### config.mk
export PLATFORM = sky130hd
export DESIGN_NAME = mac_address_text_parser_flat
export DESIGN_NICKNAME = d
export VERILOG_FILES = /design/src/hdl/macp_pkg.sv /design/src/hdl/macp_if.sv /design/src/hdl/macp_decode.sv /design/src/hdl/macp_state.sv /design/src/hdl/mac_address_text_parser.sv /design/src/flat_wrapper.sv
export SDC_FILE = /design/constraint.sdc
export NUM_CORES = 1
export LEC_CHECK = 0
export BUFFER_PORTS_ARGS = -buffer_cell sky130_fd_sc_hd__buf_2
export CAP_MARGIN = 20
export CORE_UTILIZATION = 30
export CTS_CLUSTER_DIAMETER = 150
export CTS_CLUSTER_SIZE = 16
export DETAILED_ROUTE_END_ITERATION = 6
export PLACE_DENSITY_LB_ADDON = 0.08
export RECOVER_POWER = 100
export SYNTH_ARGS = -nofsm -noshare
export SYNTH_HDL_FRONTEND = slang
export SYNTH_SLANG_ARGS = --single-unit
### constraint.sdc
create_clock -name clk -period 10.85 [get_ports clk]
set_clock_uncertainty 0.1 [all_clocks]
set_input_delay 0.5425 -clock clk [delete_from_list [all_inputs] [get_ports clk]]
set_output_delay 0.5425 -clock clk [all_outputs]
set_load 0.02 [all_outputs]
### src/hdl/macp_pkg.sv
// Shared types and character constants for the MAC address text parser.
`timescale 1ns / 1ps
package macp_pkg;

    localparam int CHAR_W  = 8;
    localparam int ADDR_W  = 48;
    localparam int GROUP_W = 17;
    localparam int COUNT_W = 3;

    localparam logic [CHAR_W-1:0] CH_NUL   = 8'h00;
    localparam logic [CHAR_W-1:0] CH_COLON = 8'h3A;
    localparam logic [CHAR_W-1:0] CH_DASH  = 8'h2D;
    localparam logic [CHAR_W-1:0] CH_DOT   = 8'h2E;
    localparam logic [CHAR_W-1:0] CH_DIG_0 = 8'h30;
    localparam logic [CHAR_W-1:0] CH_DIG_9 = 8'h39;
    localparam logic [CHAR_W-1:0] CH_LC_A  = 8'h61;
    localparam logic [CHAR_W-1:0] CH_LC_F  = 8'h66;
    localparam logic [CHAR_W-1:0] CH_UC_A  = 8'h41;
    localparam logic [CHAR_W-1:0] CH_UC_F  = 8'h46;
    // Offsets that map a letter onto its digit value (10..15).
    localparam logic [CHAR_W-1:0] LC_BIAS  = 8'h57;
    localparam logic [CHAR_W-1:0] UC_BIAS  = 8'h37;

    localparam logic [GROUP_W-1:0] GROUP_SAT  = 17'h10000;
    localparam logic [GROUP_W-1:0] BYTE_MAX   = 17'h000FF;
    localparam logic [GROUP_W-1:0] WORD_MAX   = 17'h0FFFF;
    localparam logic [COUNT_W-1:0] BYTE_LAST  = 3'd5;
    localparam logic [COUNT_W-1:0] WORD_LAST  = 3'd2;
    localparam logic [COUNT_W-1:0] BYTE_GROUPS = 3'd6;
    localparam logic [COUNT_W-1:0] WORD_GROUPS = 3'd3;

    typedef enum logic [1:0] {
        SEP_NONE  = 2'd0,
        SEP_COLON = 2'd1,
        SEP_DASH  = 2'd2,
        SEP_DOT   = 2'd3
    } sep_kind_t;

    typedef struct packed {
        logic       is_term;
        logic       is_hex;
        logic [3:0] digit;
        logic       is_sep;
        sep_kind_t  sep;
    } char_class_t;

    typedef struct packed {
        logic              ok;
        logic [ADDR_W-1:0] address;
    } result_t;

    typedef struct packed {
        logic cleared;
    } parse_status_t;

endpackage

### src/hdl/macp_if.sv
// Valid/ready channel interfaces for characters and parse results.
`timescale 1ns / 1ps
interface macp_char_if
    import macp_pkg::*;
();
    logic              valid;
    logic              ready;
    logic [CHAR_W-1:0] character;

    modport source (output valid, output character, input ready);
    modport sink   (input valid, input character, output ready);
endinterface

interface macp_result_if
    import macp_pkg::*;
();
    logic              valid;
    logic              ready;
    logic              ok;
    logic [ADDR_W-1:0] address;

    modport source (output valid, output ok, output address, input ready);
    modport sink   (input valid, input ok, input address, output ready);
endinterface

### src/hdl/macp_decode.sv
// Character classifier: terminator, hex digit with value, separator kind.
`timescale 1ns / 1ps
module macp_decode
    import macp_pkg::*;
(
    input  logic [CHAR_W-1:0] character,
    output char_class_t       char_class
);

    logic [CHAR_W-1:0] diff;

    always_comb
    begin
        char_class = '0;
        char_class.sep = SEP_NONE;
        diff = '0;
        unique case (character) inside
            CH_NUL:
            begin
                char_class.is_term = 1'b1;
            end
            [CH_DIG_0:CH_DIG_9]:
            begin
                diff = character - CH_DIG_0;
                char_class.is_hex = 1'b1;
                char_class.digit  = diff[3:0];
            end
            [CH_LC_A:CH_LC_F]:
            begin
                diff = character - LC_BIAS;
                char_class.is_hex = 1'b1;
                char_class.digit  = diff[3:0];
            end
            [CH_UC_A:CH_UC_F]:
            begin
                diff = character - UC_BIAS;
                char_class.is_hex = 1'b1;
                char_class.digit  = diff[3:0];
            end
            CH_COLON:
            begin
                char_class.is_sep = 1'b1;
                char_class.sep    = SEP_COLON;
            end
            CH_DASH:
            begin
                char_class.is_sep = 1'b1;
                char_class.sep    = SEP_DASH;
            end
            CH_DOT:
            begin
                char_class.is_sep = 1'b1;
                char_class.sep    = SEP_DOT;
            end
            default:
            begin
                char_class = '0;
            end
        endcase
    end

endmodule

### src/hdl/macp_state.sv
// Parse state registers and the per-character update, with end-of-string result.
`timescale 1ns / 1ps
module macp_state
    import macp_pkg::*;
(
    input  logic          clk,
    input  logic          rst_n,
    input  logic          go,
    input  char_class_t   char_class,
    output result_t       result,
    output parse_status_t status
);

    logic [GROUP_W-1:0] group_reg,  group_next;
    sep_kind_t          sep_reg,    sep_next;
    logic [COUNT_W-1:0] count_reg,  count_next;
    logic [ADDR_W-1:0]  addr_reg,   addr_next;
    logic               err_reg,    err_next;

    logic [20:0]        acc;
    sep_kind_t          close_kind;
    logic               do_close;
    logic [COUNT_W-1:0] lane;
    logic               good;

    always_comb
    begin
        group_next = group_reg;
        sep_next   = sep_reg;
        count_next = count_reg;
        addr_next  = addr_reg;
        err_next   = err_reg;
        acc        = {group_reg, 4'h0} + {17'h0, char_class.digit};
        close_kind = SEP_NONE;
        do_close   = 1'b0;
        lane       = '0;
        good       = 1'b0;

        // Pick the event: terminator, hex digit, group close, or bad character.
        if (char_class.is_term)
        begin
            if (!err_reg)
            begin
                if (sep_reg == SEP_NONE)
                    err_next = 1'b1;
                else
                begin
                    do_close   = 1'b1;
                    close_kind = sep_reg;
                end
            end
        end
        else if (!err_reg)
        begin
            if (char_class.is_hex)
            begin
                if (group_reg >= GROUP_SAT || acc > {4'h0, GROUP_SAT})
                    group_next = GROUP_SAT;
                else
                    group_next = acc[GROUP_W-1:0];
            end
            else if (char_class.is_sep)
            begin
                do_close   = 1'b1;
                close_kind = char_class.sep;
            end
            else
                err_next = 1'b1;
        end

        // Close the current group.
        if (do_close)
        begin
            if (sep_reg != SEP_NONE && sep_reg != close_kind)
                err_next = 1'b1;
            else
            begin
                sep_next = close_kind;
                if (close_kind == SEP_DOT)
                begin
                    if (count_reg > WORD_LAST || group_reg > WORD_MAX)
                        err_next = 1'b1;
                    else
                    begin
                        lane = WORD_LAST - count_reg;
                        addr_next[lane*16 +: 16] = addr_reg[lane*16 +: 16] | group_reg[15:0];
                        count_next = count_reg + 3'd1;
                        group_next = '0;
                    end
                end
                else
                begin
                    if (count_reg > BYTE_LAST || group_reg > BYTE_MAX)
                        err_next = 1'b1;
                    else
                    begin
                        lane = BYTE_LAST - count_reg;
                        addr_next[lane*8 +: 8] = addr_reg[lane*8 +: 8] | group_reg[7:0];
                        count_next = count_reg + 3'd1;
                        group_next = '0;
                    end
                end
            end
        end

        good = !err_next && (count_next == ((sep_next == SEP_DOT) ? WORD_GROUPS : BYTE_GROUPS));
        result.ok      = good;
        result.address = good ? addr_next : '0;

        // Terminator: clear everything for the next string.
        if (char_class.is_term)
        begin
            group_next = '0;
            sep_next   = SEP_NONE;
            count_next = '0;
            addr_next  = '0;
            err_next   = 1'b0;
        end
    end

    always_ff @(posedge clk or negedge rst_n)
    begin
        if (!rst_n)
        begin
            group_reg <= '0;
            sep_reg   <= SEP_NONE;
            count_reg <= '0;
            addr_reg  <= '0;
            err_reg   <= 1'b0;
        end
        else if (go)
        begin
            group_reg <= group_next;
            sep_reg   <= sep_next;
            count_reg <= count_next;
            addr_reg  <= addr_next;
            err_reg   <= err_next;
        end
    end

    assign status.cleared = (group_reg == '0) && (sep_reg == SEP_NONE) &&
                            (count_reg == '0) && (addr_reg == '0) && !err_reg;

endmodule

### src/hdl/mac_address_text_parser.sv
// Top level: input register, character decode, parse state update, result register.
// A terminator's result goes from the input register straight into the result register.
// Throughput: one character request per cycle; a terminator waits only while the
//   result register is full and not taken.
// Reset: rst_n (async, active low) clears valids and all parse state.
`timescale 1ns / 1ps
module mac_address_text_parser
    import macp_pkg::*;
(
    input  logic         clk,
    input  logic         rst_n,
    macp_char_if.sink    char_in,
    macp_result_if.source result_out
);

    // Input stage.
    logic              char_valid_reg;
    logic [CHAR_W-1:0] char_reg;

    // Result stage.
    logic              res_valid_reg;
    result_t           res_reg;

    char_class_t       char_class;
    result_t           result;
    parse_status_t     status;

    logic              res_free;
    logic              go;
    logic              term_go;

    macp_decode u_decode (
        .character  (char_reg),
        .char_class (char_class)
    );

    // A held character advances unless it is a terminator and the
    // result register cannot take its result this cycle.
    assign res_free = !res_valid_reg || result_out.ready;
    assign go       = char_valid_reg && (!char_class.is_term || res_free);
    assign term_go  = go && char_class.is_term;

    assign char_in.ready = !char_valid_reg || go;

    macp_state u_state (
        .clk        (clk),
        .rst_n      (rst_n),
        .go         (go),
        .char_class (char_class),
        .result     (result),
        .status     (status)
    );

    always_ff @(posedge clk or negedge rst_n)
    begin
        if (!rst_n)
            char_valid_reg <= 1'b0;
        else if (char_in.ready)
            char_valid_reg <= char_in.valid;
    end

    always_ff @(posedge clk)
    begin
        if (char_in.ready && char_in.valid)
            char_reg <= char_in.character;
    end

    always_ff @(posedge clk or negedge rst_n)
    begin
        if (!rst_n)
            res_valid_reg <= 1'b0;
        else if (term_go)
            res_valid_reg <= 1'b1;
        else if (result_out.ready)
            res_valid_reg <= 1'b0;
    end

    always_ff @(posedge clk)
    begin
        if (term_go)
            res_reg <= result;
    end

    assign result_out.valid   = res_valid_reg;
    assign result_out.ok      = res_reg.ok;
    assign result_out.address = res_reg.address;

    // A new result only ever follows a processed terminator.
    a_result_from_term: assert property (@(posedge clk) disable iff (!rst_n)
        $rose(res_valid_reg) |-> $past(term_go))
        else $error("result appeared without a terminator");

    // A failed parse never shows an address.
    a_fail_zero_addr: assert property (@(posedge clk) disable iff (!rst_n)
        (res_valid_reg && !res_reg.ok) |-> (res_reg.address == '0))
        else $error("nonzero address on failed parse");

    // Parse state is fully cleared after a terminator.
    a_clear_after_term: assert property (@(posedge clk) disable iff (!rst_n)
        term_go |=> status.cleared)
        else $error("parse state not cleared after terminator");

    // A terminator is never processed while the result register is blocked.
    a_no_overwrite: assert property (@(posedge clk) disable iff (!rst_n)
        (res_valid_reg && !result_out.ready) |-> !term_go)
        else $error("pending result overwritten");

endmodule

### src/flat_wrapper.sv
// flat-port wrapper written by rule: the top's interface ports become plain ports
module mac_address_text_parser_flat import macp_pkg::*;
  (clk, rst_n, char_in_valid, char_in_character, char_in_ready, result_out_valid, result_out_ok, result_out_address, result_out_ready);
  macp_char_if char_in_i ();
  macp_result_if result_out_i ();
  input  logic clk;
  input  logic rst_n;
  input wire logic [$bits(char_in_i.valid)-1:0] char_in_valid;
  input wire logic [$bits(char_in_i.character)-1:0] char_in_character;
  output wire logic [$bits(char_in_i.ready)-1:0] char_in_ready;
  output wire logic [$bits(result_out_i.valid)-1:0] result_out_valid;
  output wire logic [$bits(result_out_i.ok)-1:0] result_out_ok;
  output wire logic [$bits(result_out_i.address)-1:0] result_out_address;
  input wire logic [$bits(result_out_i.ready)-1:0] result_out_ready;
  assign char_in_i.valid = char_in_valid;
  assign char_in_i.character = char_in_character;
  assign char_in_ready = char_in_i.ready;
  assign result_out_valid = result_out_i.valid;
  assign result_out_ok = result_out_i.ok;
  assign result_out_address = result_out_i.address;
  assign result_out_i.ready = result_out_ready;
  mac_address_text_parser u_core (.clk(clk), .rst_n(rst_n), .char_in(char_in_i), .result_out(result_out_i));
endmodule
Yosys cells after proc, flatten, opt, wreduce, memory -nomap -nowiden

Index checks and enable logic that the tools add are counted.

Register bits after elaboration: 130
Word-level logic and storage cells: 124
Output and inout bits: 51

Reduce and logical (&&, ||, !) cells: 22
Muxes and demuxes: 56
Bitwise gates (word level): 2
Add/subtract/negate cells: 9
Order comparisons: 12
Eq/ne operators: 7
Shifts and indexed selects: 6

Operators by type and width:

| operator                                                                          | number |
|---|---|
| 48-bit 2-to-1 mux                                                                 | 6 |
| 17-bit 2-to-1 mux                                                                 | 9 |
| 48-bit bitwise mux                                                                | 2 |
| 16-bit by 34-bit variable shift with 48-bit output, first input constant          | 1 |
| 8-bit by 34-bit variable shift with 48-bit output, first input constant           | 1 |
| 16-bit by 34-bit indexed part select with 48-bit output                           | 1 |
| 48-bit by 7-bit indexed part select with 8-bit output                             | 1 |
| 48-bit by 8-bit indexed part select with 16-bit output                            | 1 |
| 8-bit by 34-bit indexed part select with 48-bit output                            | 1 |
| 6-bit negation with 34-bit output                                                 | 1 |
| 7-bit negation with 34-bit output                                                 | 1 |
| 8-bit by 6-bit equality test with 1-bit output, second input constant             | 3 |
| 21-bit by 4-bit adder with 21-bit output                                          | 1 |
| 21-bit by 17-bit greater-than comparator with 1-bit output, second input constant | 1 |
| 1-bit 2-to-1 mux                                                                  | 21 |
| 3-bit 2-to-1 mux                                                                  | 7 |
| 2-bit 2-to-1 mux                                                                  | 9 |
| 17-bit >= comparator, second input constant                                       | 1 |
| 17-bit by 16-bit greater-than comparator with 1-bit output, second input constant | 1 |
| 17-bit by 8-bit greater-than comparator with 1-bit output, second input constant  | 1 |
| 8-bit by 7-bit >= comparator with 1-bit output, second input constant             | 2 |
| 8-bit by 7-bit less-or-equal comparator with 1-bit output, second input constant  | 2 |
| 16-bit bitwise OR                                                                 | 1 |
| 5-bit case mux with 3 select lines                                                | 1 |
| 20 further kinds                                                                  | 38 |

Depth between registers and ports, before layout

Depth after elaboration: 14
Depth in mapped cells: 13

Hierarchy

Synthesis repeated with hierarchy kept, for this count alone.

Cells, all modules: 890
Area total of the unflattened synthesis: 8450.6 µm²

Modules (own cells, without submodules):

| module                  | instances | cells an instance | seq. area each (µm²) | area each (µm²) |
|---|---|---|---|---|
| macp_state              | 1         | 784               | 1776.7               | 6371.1 |
| mac_address_text_parser | 1         | 67                | 1761.7               | 1818.0 |
| macp_decode             | 1         | 39                | 0.0                  | 261.5 |

Least setup slack after synthesis

Ideal clock, no wire load.

Path kind: reg-to-reg
Start: reg u_core.u_state.count_reg[1]
End: reg u_core.res_reg, in the netlist u_core.result_out.address[7], data pin
Data arrival time: 3435 ps
Cell stages (with the launch flop): 14
Required time: 10496 ps
Setup slack: 7061 ps
Library setup time: 254 ps
Path buffers: 3
Period minus slack after synthesis: 3789 ps
Cells stage by stage: dfrtp_1 ha_1 xor2_1 clkinv_1 clkbuf_1 ha_1 nor4bb_1 o2111a_1 clkbuf_1 clkbuf_1 a211oi_1 a21oi_1 o2bb2ai_1 nor2b_1

Word-level cells in the longest chain between the ends: 9
Elaborated cells between the ends (all ways): 37
Classes of those cells: add/sub: 5; order compare: 2; eq/ne: 1; shift: 6; mux: 17; bitwise: 2; reduce/logical: 4

Ends and longest elaborated chain:

| item                                                                                                                              | RTL line                           | RTL |
|---|---|---|
| from (decl)                                                                                                                       | macp_state.sv:16                   | `logic [COUNT_W-1:0] count_reg, count_next;` |
| from (signal assigned)                                                                                                            | macp_state.sv:135                  | `count_reg <= count_next;` |
| 2-bit by 3-bit subtractor with 3-bit output or 3-bit subtractor (tied branches)                                                   | macp_state.sv:85, macp_state.sv:97 |  |
| 48-bit by 8-bit indexed part select with 16-bit output or 48-bit by 7-bit indexed part select with 8-bit output (tied branches)   | macp_state.sv:86, macp_state.sv:98 |  |
| 16-bit bitwise OR or 8-bit bitwise OR (tied branches)                                                                             | macp_state.sv:86, macp_state.sv:98 |  |
| 16-bit by 34-bit indexed part select with 48-bit output or 8-bit by 34-bit indexed part select with 48-bit output (tied branches) | macp_state.sv:86, macp_state.sv:98 |  |
| 48-bit bitwise mux, on equally long branches                                                                                      | macp_state.sv:86, macp_state.sv:98 |  |
| 48-bit 2-to-1 mux, on equally long branches                                                                                       | macp_state.sv:81, macp_state.sv:93 |  |
| 48-bit 2-to-1 mux                                                                                                                 | macp_state.sv:79                   | `if (close_kind == SEP_DOT)` |
| 48-bit 2-to-1 mux                                                                                                                 | macp_state.sv:74                   | `if (sep_reg != SEP_NONE && sep_reg != close_kind)` |
| 48-bit 2-to-1 mux                                                                                                                 | macp_state.sv:72                   | `if (do_close)` |
| to (signal assigned)                                                                                                              | mac_address_text_parser.sv:81      | `res_reg <= result;` |
| to (decl)                                                                                                                         | mac_address_text_parser.sv:22      | `result_t res_reg;` |

Parallel ways exist; a longest one is shown, timed or not.
A chain may end at the register's enable or synchronous reset.

Worst setup path after layout

Start: reg u_core.char_reg[2]
End: reg u_core.res_reg, in the netlist u_core.result_out.address[3], data pin

Word-level cells in the longest chain between the ends: 14
Elaborated cells between the ends (all ways): 49
Classes of those cells: order compare: 6; eq/ne: 7; mux: 29; reduce/logical: 7

Ends and longest elaborated chain:

| item                                                                              | RTL line                            | RTL |
|---|---|---|
| from (decl)                                                                       | mac_address_text_parser.sv:18       | `logic [CHAR_W-1:0] char_reg;` |
| from (signal assigned)                                                            | mac_address_text_parser.sv:65       | `char_reg <= char_in.character;` |
| 8-bit by 7-bit >= comparator with 1-bit output (no line) (tied with other cells)  | -                                   |  |
| 1-bit logical AND (no line) or 3-bit case mux with 3 select lines (tied branches) | -                                   |  |
| 5-bit case mux with 3 select lines or 2-bit 2-to-1 mux (tied branches)            | macp_decode.sv:17, macp_state.sv:62 |  |
| 2-bit 2-to-1 mux                                                                  | macp_state.sv:55                    | `if (char_class.is_hex)` |
| 2-bit 2-to-1 mux                                                                  | macp_state.sv:53                    | `else if (!err_reg)` |
| 2-bit 2-to-1 mux                                                                  | macp_state.sv:40                    | `if (char_class.is_term)` |
| 2-bit inequality test                                                             | macp_state.sv:74                    |  |
| 1-bit logical AND                                                                 | macp_state.sv:74                    |  |
| 2-bit 2-to-1 mux                                                                  | macp_state.sv:74                    |  |
| 2-bit 2-to-1 mux                                                                  | macp_state.sv:72                    |  |
| 2-bit equality test                                                               | macp_state.sv:106                   | `good = !err_next && (count_next == ((sep_next == SEP_DOT) ? WORD_GROUPS : BYTE_GROUPS));` |
| 3-bit 2-to-1 mux                                                                  | macp_state.sv:106                   |  |
| 3-bit equality test                                                               | macp_state.sv:106                   |  |
| 1-bit logical AND                                                                 | macp_state.sv:106                   |  |

Parallel ways exist; a longest one is shown, timed or not.

==> flow_metrics.py <==
metrics = {
    "timing": {
        "fin_setup_tns_ns": 0,
        "clock.fmax_ghz": 0.1507,
        "slew_headroom_pct": -102.2,
        "finalSetupViolations": 0,
        "finalCritPeriodShare_pct": 61.14,
        "worst_pin_slew_ns": 3.033,
        "rsz0062_at_grt": "false",
        "min_period_ns": 6.634,
        "hold_violations": 0,
        "finalMaxSlewViolations": 193,
    },
    "clock_network": {
        "cts.path.max_buffers": 2,
        "clkSlewWorstSetupHoldPaths_ns": 0.06,
        "h-tree-depth": 4,
        "clk_latency_ns": 0.43,
        "postCtsResizedCells": 0,
        "cts_buffers": 17,
        "cts_sinks": 130,
        "cts_hold_buf": 0,
        "root_buffer": "clkbuf_16",
        "postCtsSetupBuffers": 0,
        "cts_tree": "done",
    },
    "yosys": {
        "synth_area_leaders": "dfrtp_1 23%, edfxtp_1 21%, o21ai_0 4.5%",
        "synth-edff-count": 57,
        "synthXorXnorAreaFrac_pct": 0.2169,
        "synth_mux_area_share_pct": 5.747,
        "ys.warnings.count": 0,
        "ys_ff_latch": 130,
        "synth_top_area_cell": "dfrtp_1",
        "avgSynthCellArea_sq_um": 9.697,
        "synth_compound_area_share_pct": 29.48,
        "synth_flop_cell": "dfrtp_1",
        "synth_cell_types": 71,
        "async_reset_ff_share_pct": 56.15,
        "syn_inst": 833,
        "syn_area_sq_um": 8078,
        "synth_nets": 863,
        "synth-simple-area-share_pct": 14.05,
        "synth_seq_area_share_pct": 43.80,
        "synthAdderAreaFrac_pct": 2.788,
        "synth_top_family_by_area": "compound AO/OA/AOI/OAI gates",
        "synth_top_area_share_pct": 22.61,
    },
    "finish": {
        "stdcell_area_sq_um": 9259,
        "synthToLayoutAreaGrowth_pct": 14.62,
        "finalNonFillerCells": 1222,
        "diodes": 0,
        "drive_above_1_share_pct": 9.357,
        "layout.nets": 904,
    },
    "global_route": {
        "overflow": 0,
        "met3_usage_pct": 2.860,
        "antenna_found_initial": 0,
        "grtUsageTotal_pct": 21.91,
        "grt_pass1_wl_mm": 45.93,
        "grt_pass1_vias": 7174,
        "grt_util_met1_pct": 31.58,
        "grt_max_degree": 74,
        "top_usage_layer": "met2",
        "met2_usage_pct": 33.26,
    },
    "floorplan": {
        "die_h_um": 166.1,
        "io-pin-count": 63,
        "start_util_pct": 30.82,
        "dieArea_sq_um": 27590,
        "core_sq_um": 26210,
        "die_w_um": 166.1,
        "rows": 59,
    },
    "power": {
        "netSwitchingFraction_pct": 25.46,
        "vdd_drop_max_mv": 0.07042,
        "p_int_mw": 1.004,
        "p_sw_mw": 0.3427,
        "power_leakage_nw": 3.280,
        "p_clk_share_pct": 49.8,
        "combinationalPowerShare_pct": 8.8,
        "power_density_nw_per_um2": 145.4,
        "power_frac_seq_pct": 41.4,
        "finalPower_mw": 1.346,
    },
    "detailed_routing": {
        "drc_errors": 4,
        "wl_per_cell_um": 24.25,
        "firstDrtPassIters": 7,
        "vias_per_cell": 5.968,
        "drtIter0Drc": 639,
        "wirelength_mm": 29.63,
        "postRouteAntennaNets": 0,
        "num_vias": 7293,
    },
    "worst_setup_path": {
        "cp_common_cell": "clkbuf_1",
        "critPathKind": "reg2reg",
        "arrival_ns": 6.66,
        "crit_chain": "nor4_1 -> nand4_1 -> a221oi_1 -> clkbuf_1 -> mux2i_1 -> a21oi_1 -> a211o_1 -> clkbuf_1 -> nor2b_1",
        "cp_top_family": "buffers and inverters",
        "crit_path_top_delay_cell": "clkbuf_1",
        "cp_slowest_stage_delay_ns": 1.78,
        "start_kind": "register",
        "end_kind": "register",
        "cp.required_ns": 10.88,
        "path_depth": 9,
        "rr_worst_depth": 9,
        "critical_path_buf_inv_count": 2,
        "critPathMaxFanout": 49,
    },
    "run_status": {
        "violations": "design-rule violations, max-capacitance violations, max-slew violations",
        "status": "finished, violations left",
    },
    "job": {
        "maxCapViolCount": 5,
    },
    "placed_design": {
        "dp_cells": 1189,
        "numPortBuffers": 62,
        "place_area_sq_um": 8708,
        "dp_hpwl_mm": 19.93,
        "gp_congestion": 0.9113,
    },
    "min_path": {
        "hp-class": "in2reg",
        "holdPathStages": 1,
    },
}
==> Yosys cell counts, drive strengths merged, types with 16 or more instances <==
master,n
dfrtp,73
a211oi,18
clkbuf,38
nor2b,19
mux2i,16
o22ai,16
a22o,35
nand2,81
o2bb2ai,38
nor2,70
a221oi,21
ha,18
buf,22
a21oi,56
o21ai,75
edfxtp,57
==> per-stage QoR <==
stage | utilization (%) | hold WS, ns | setup slack (ns)
2_1_floorplan | - | 0.1469 | 7.061
3_3_place_gp | 33.20 | 0.4219 | 5.804
3_5_place_dp | 33.23 | 0.4371 | 5.567
4_1_cts | 35.77 | 0.1681 | 5.514
5_1_grt | 35.33 | 0.1699 | 3.664
6_report | 35.33 | 0.1837 | 4.216
==> final cells by class <==
| type | instances | area, sq um |
|---|---|---|
| clock buffers | 18 | 429.2 |
| repair buffers | 82 | 370.4 |
| flip-flops and latches | 130 | 3538 |
| inverters | 14 | 52.55 |
| clock inverters | 14 | 237.7 |
| well taps | 335 | 419.2 |
| fillers | 2657 | 16950 |
| multi-input cells | 629 | 4212 |
==> kinds of logic after synthesis <==
| logic type | after synthesis |
|---|---|
| simple gates | 239 |
| mux | 35 |
| flops | 130 |
| buf+inv | 74 |
| xor+xnor | 2 |
| compound gates | 335 |
| fa+ha+maj | 18 |
==> cell usage in the layout, fill, tap and decap left out, types with 4 or more instances in the layout <==
cell type  count
nor2_1        70
clkbuf_1      59
o21ai_0       73
nor3_1        15
buf_2         11
clkinv_1       4
a2111oi_0      9
inv_1         11
or3_1          4
a2bb2oi_1     14
mux2i_1       16
nand3_1        9
edfxtp_1      57
buf_4         13
clkinv_4       5
bufinv_16      6
a221oi_1      21
mux4_2         8
o2111ai_1      4
dfrtp_1       73
a21o_1        10
nand2b_1       4
o2bb2ai_1     38
ha_1          18
mux2_2        10
nand2_1       81
o22ai_1       16
nor2b_1       19
clkbuf_16     17
a22oi_1        6
a211oi_1      17
a21oi_1       56
a22o_1        35
nor4_1         8
==> per-layer routing <==
layer	share of wire, %	wire length [um]
met1	48	14270
met5	0	0
met3	5.1	1526
met2	44	12980
met4	2.9	859
==> power groups by stage <==
stage | Clock [mW] | Sequential [mW] | Combinational [mW]
2_1_floorplan | 0 | 0.551 | 0.0810
6_report | 0.670 | 0.557 | 0.119
3_3_place_gp | 0 | 0.566 | 0.118
3_5_place_dp | 0 | 0.565 | 0.118
4_1_cts | 0.682 | 0.556 | 0.119
5_1_grt | 0.701 | 0.559 | 0.131
==> worst paths after layout <==
path | from | end | slack, ns
worst max-delay path | u_core.char_reg[2] | u_core.result_out.address[3] | 4.22
worst min-delay path | char_in_character[7] | u_core.char_reg[7] | 0.18
worst max register to register | u_core.char_reg[2] | u_core.result_out.address[3] | 4.22
worst min register to register | u_core.result_out.valid | u_core.result_out.valid | 0.45
max in group asynchronous | rst_n | u_core.u_state.addr_reg[30] | 6.94
min in group asynchronous | rst_n | u_core.char_valid_reg | 0.60
No activity file was read; power rests on OpenSTA's default activity.
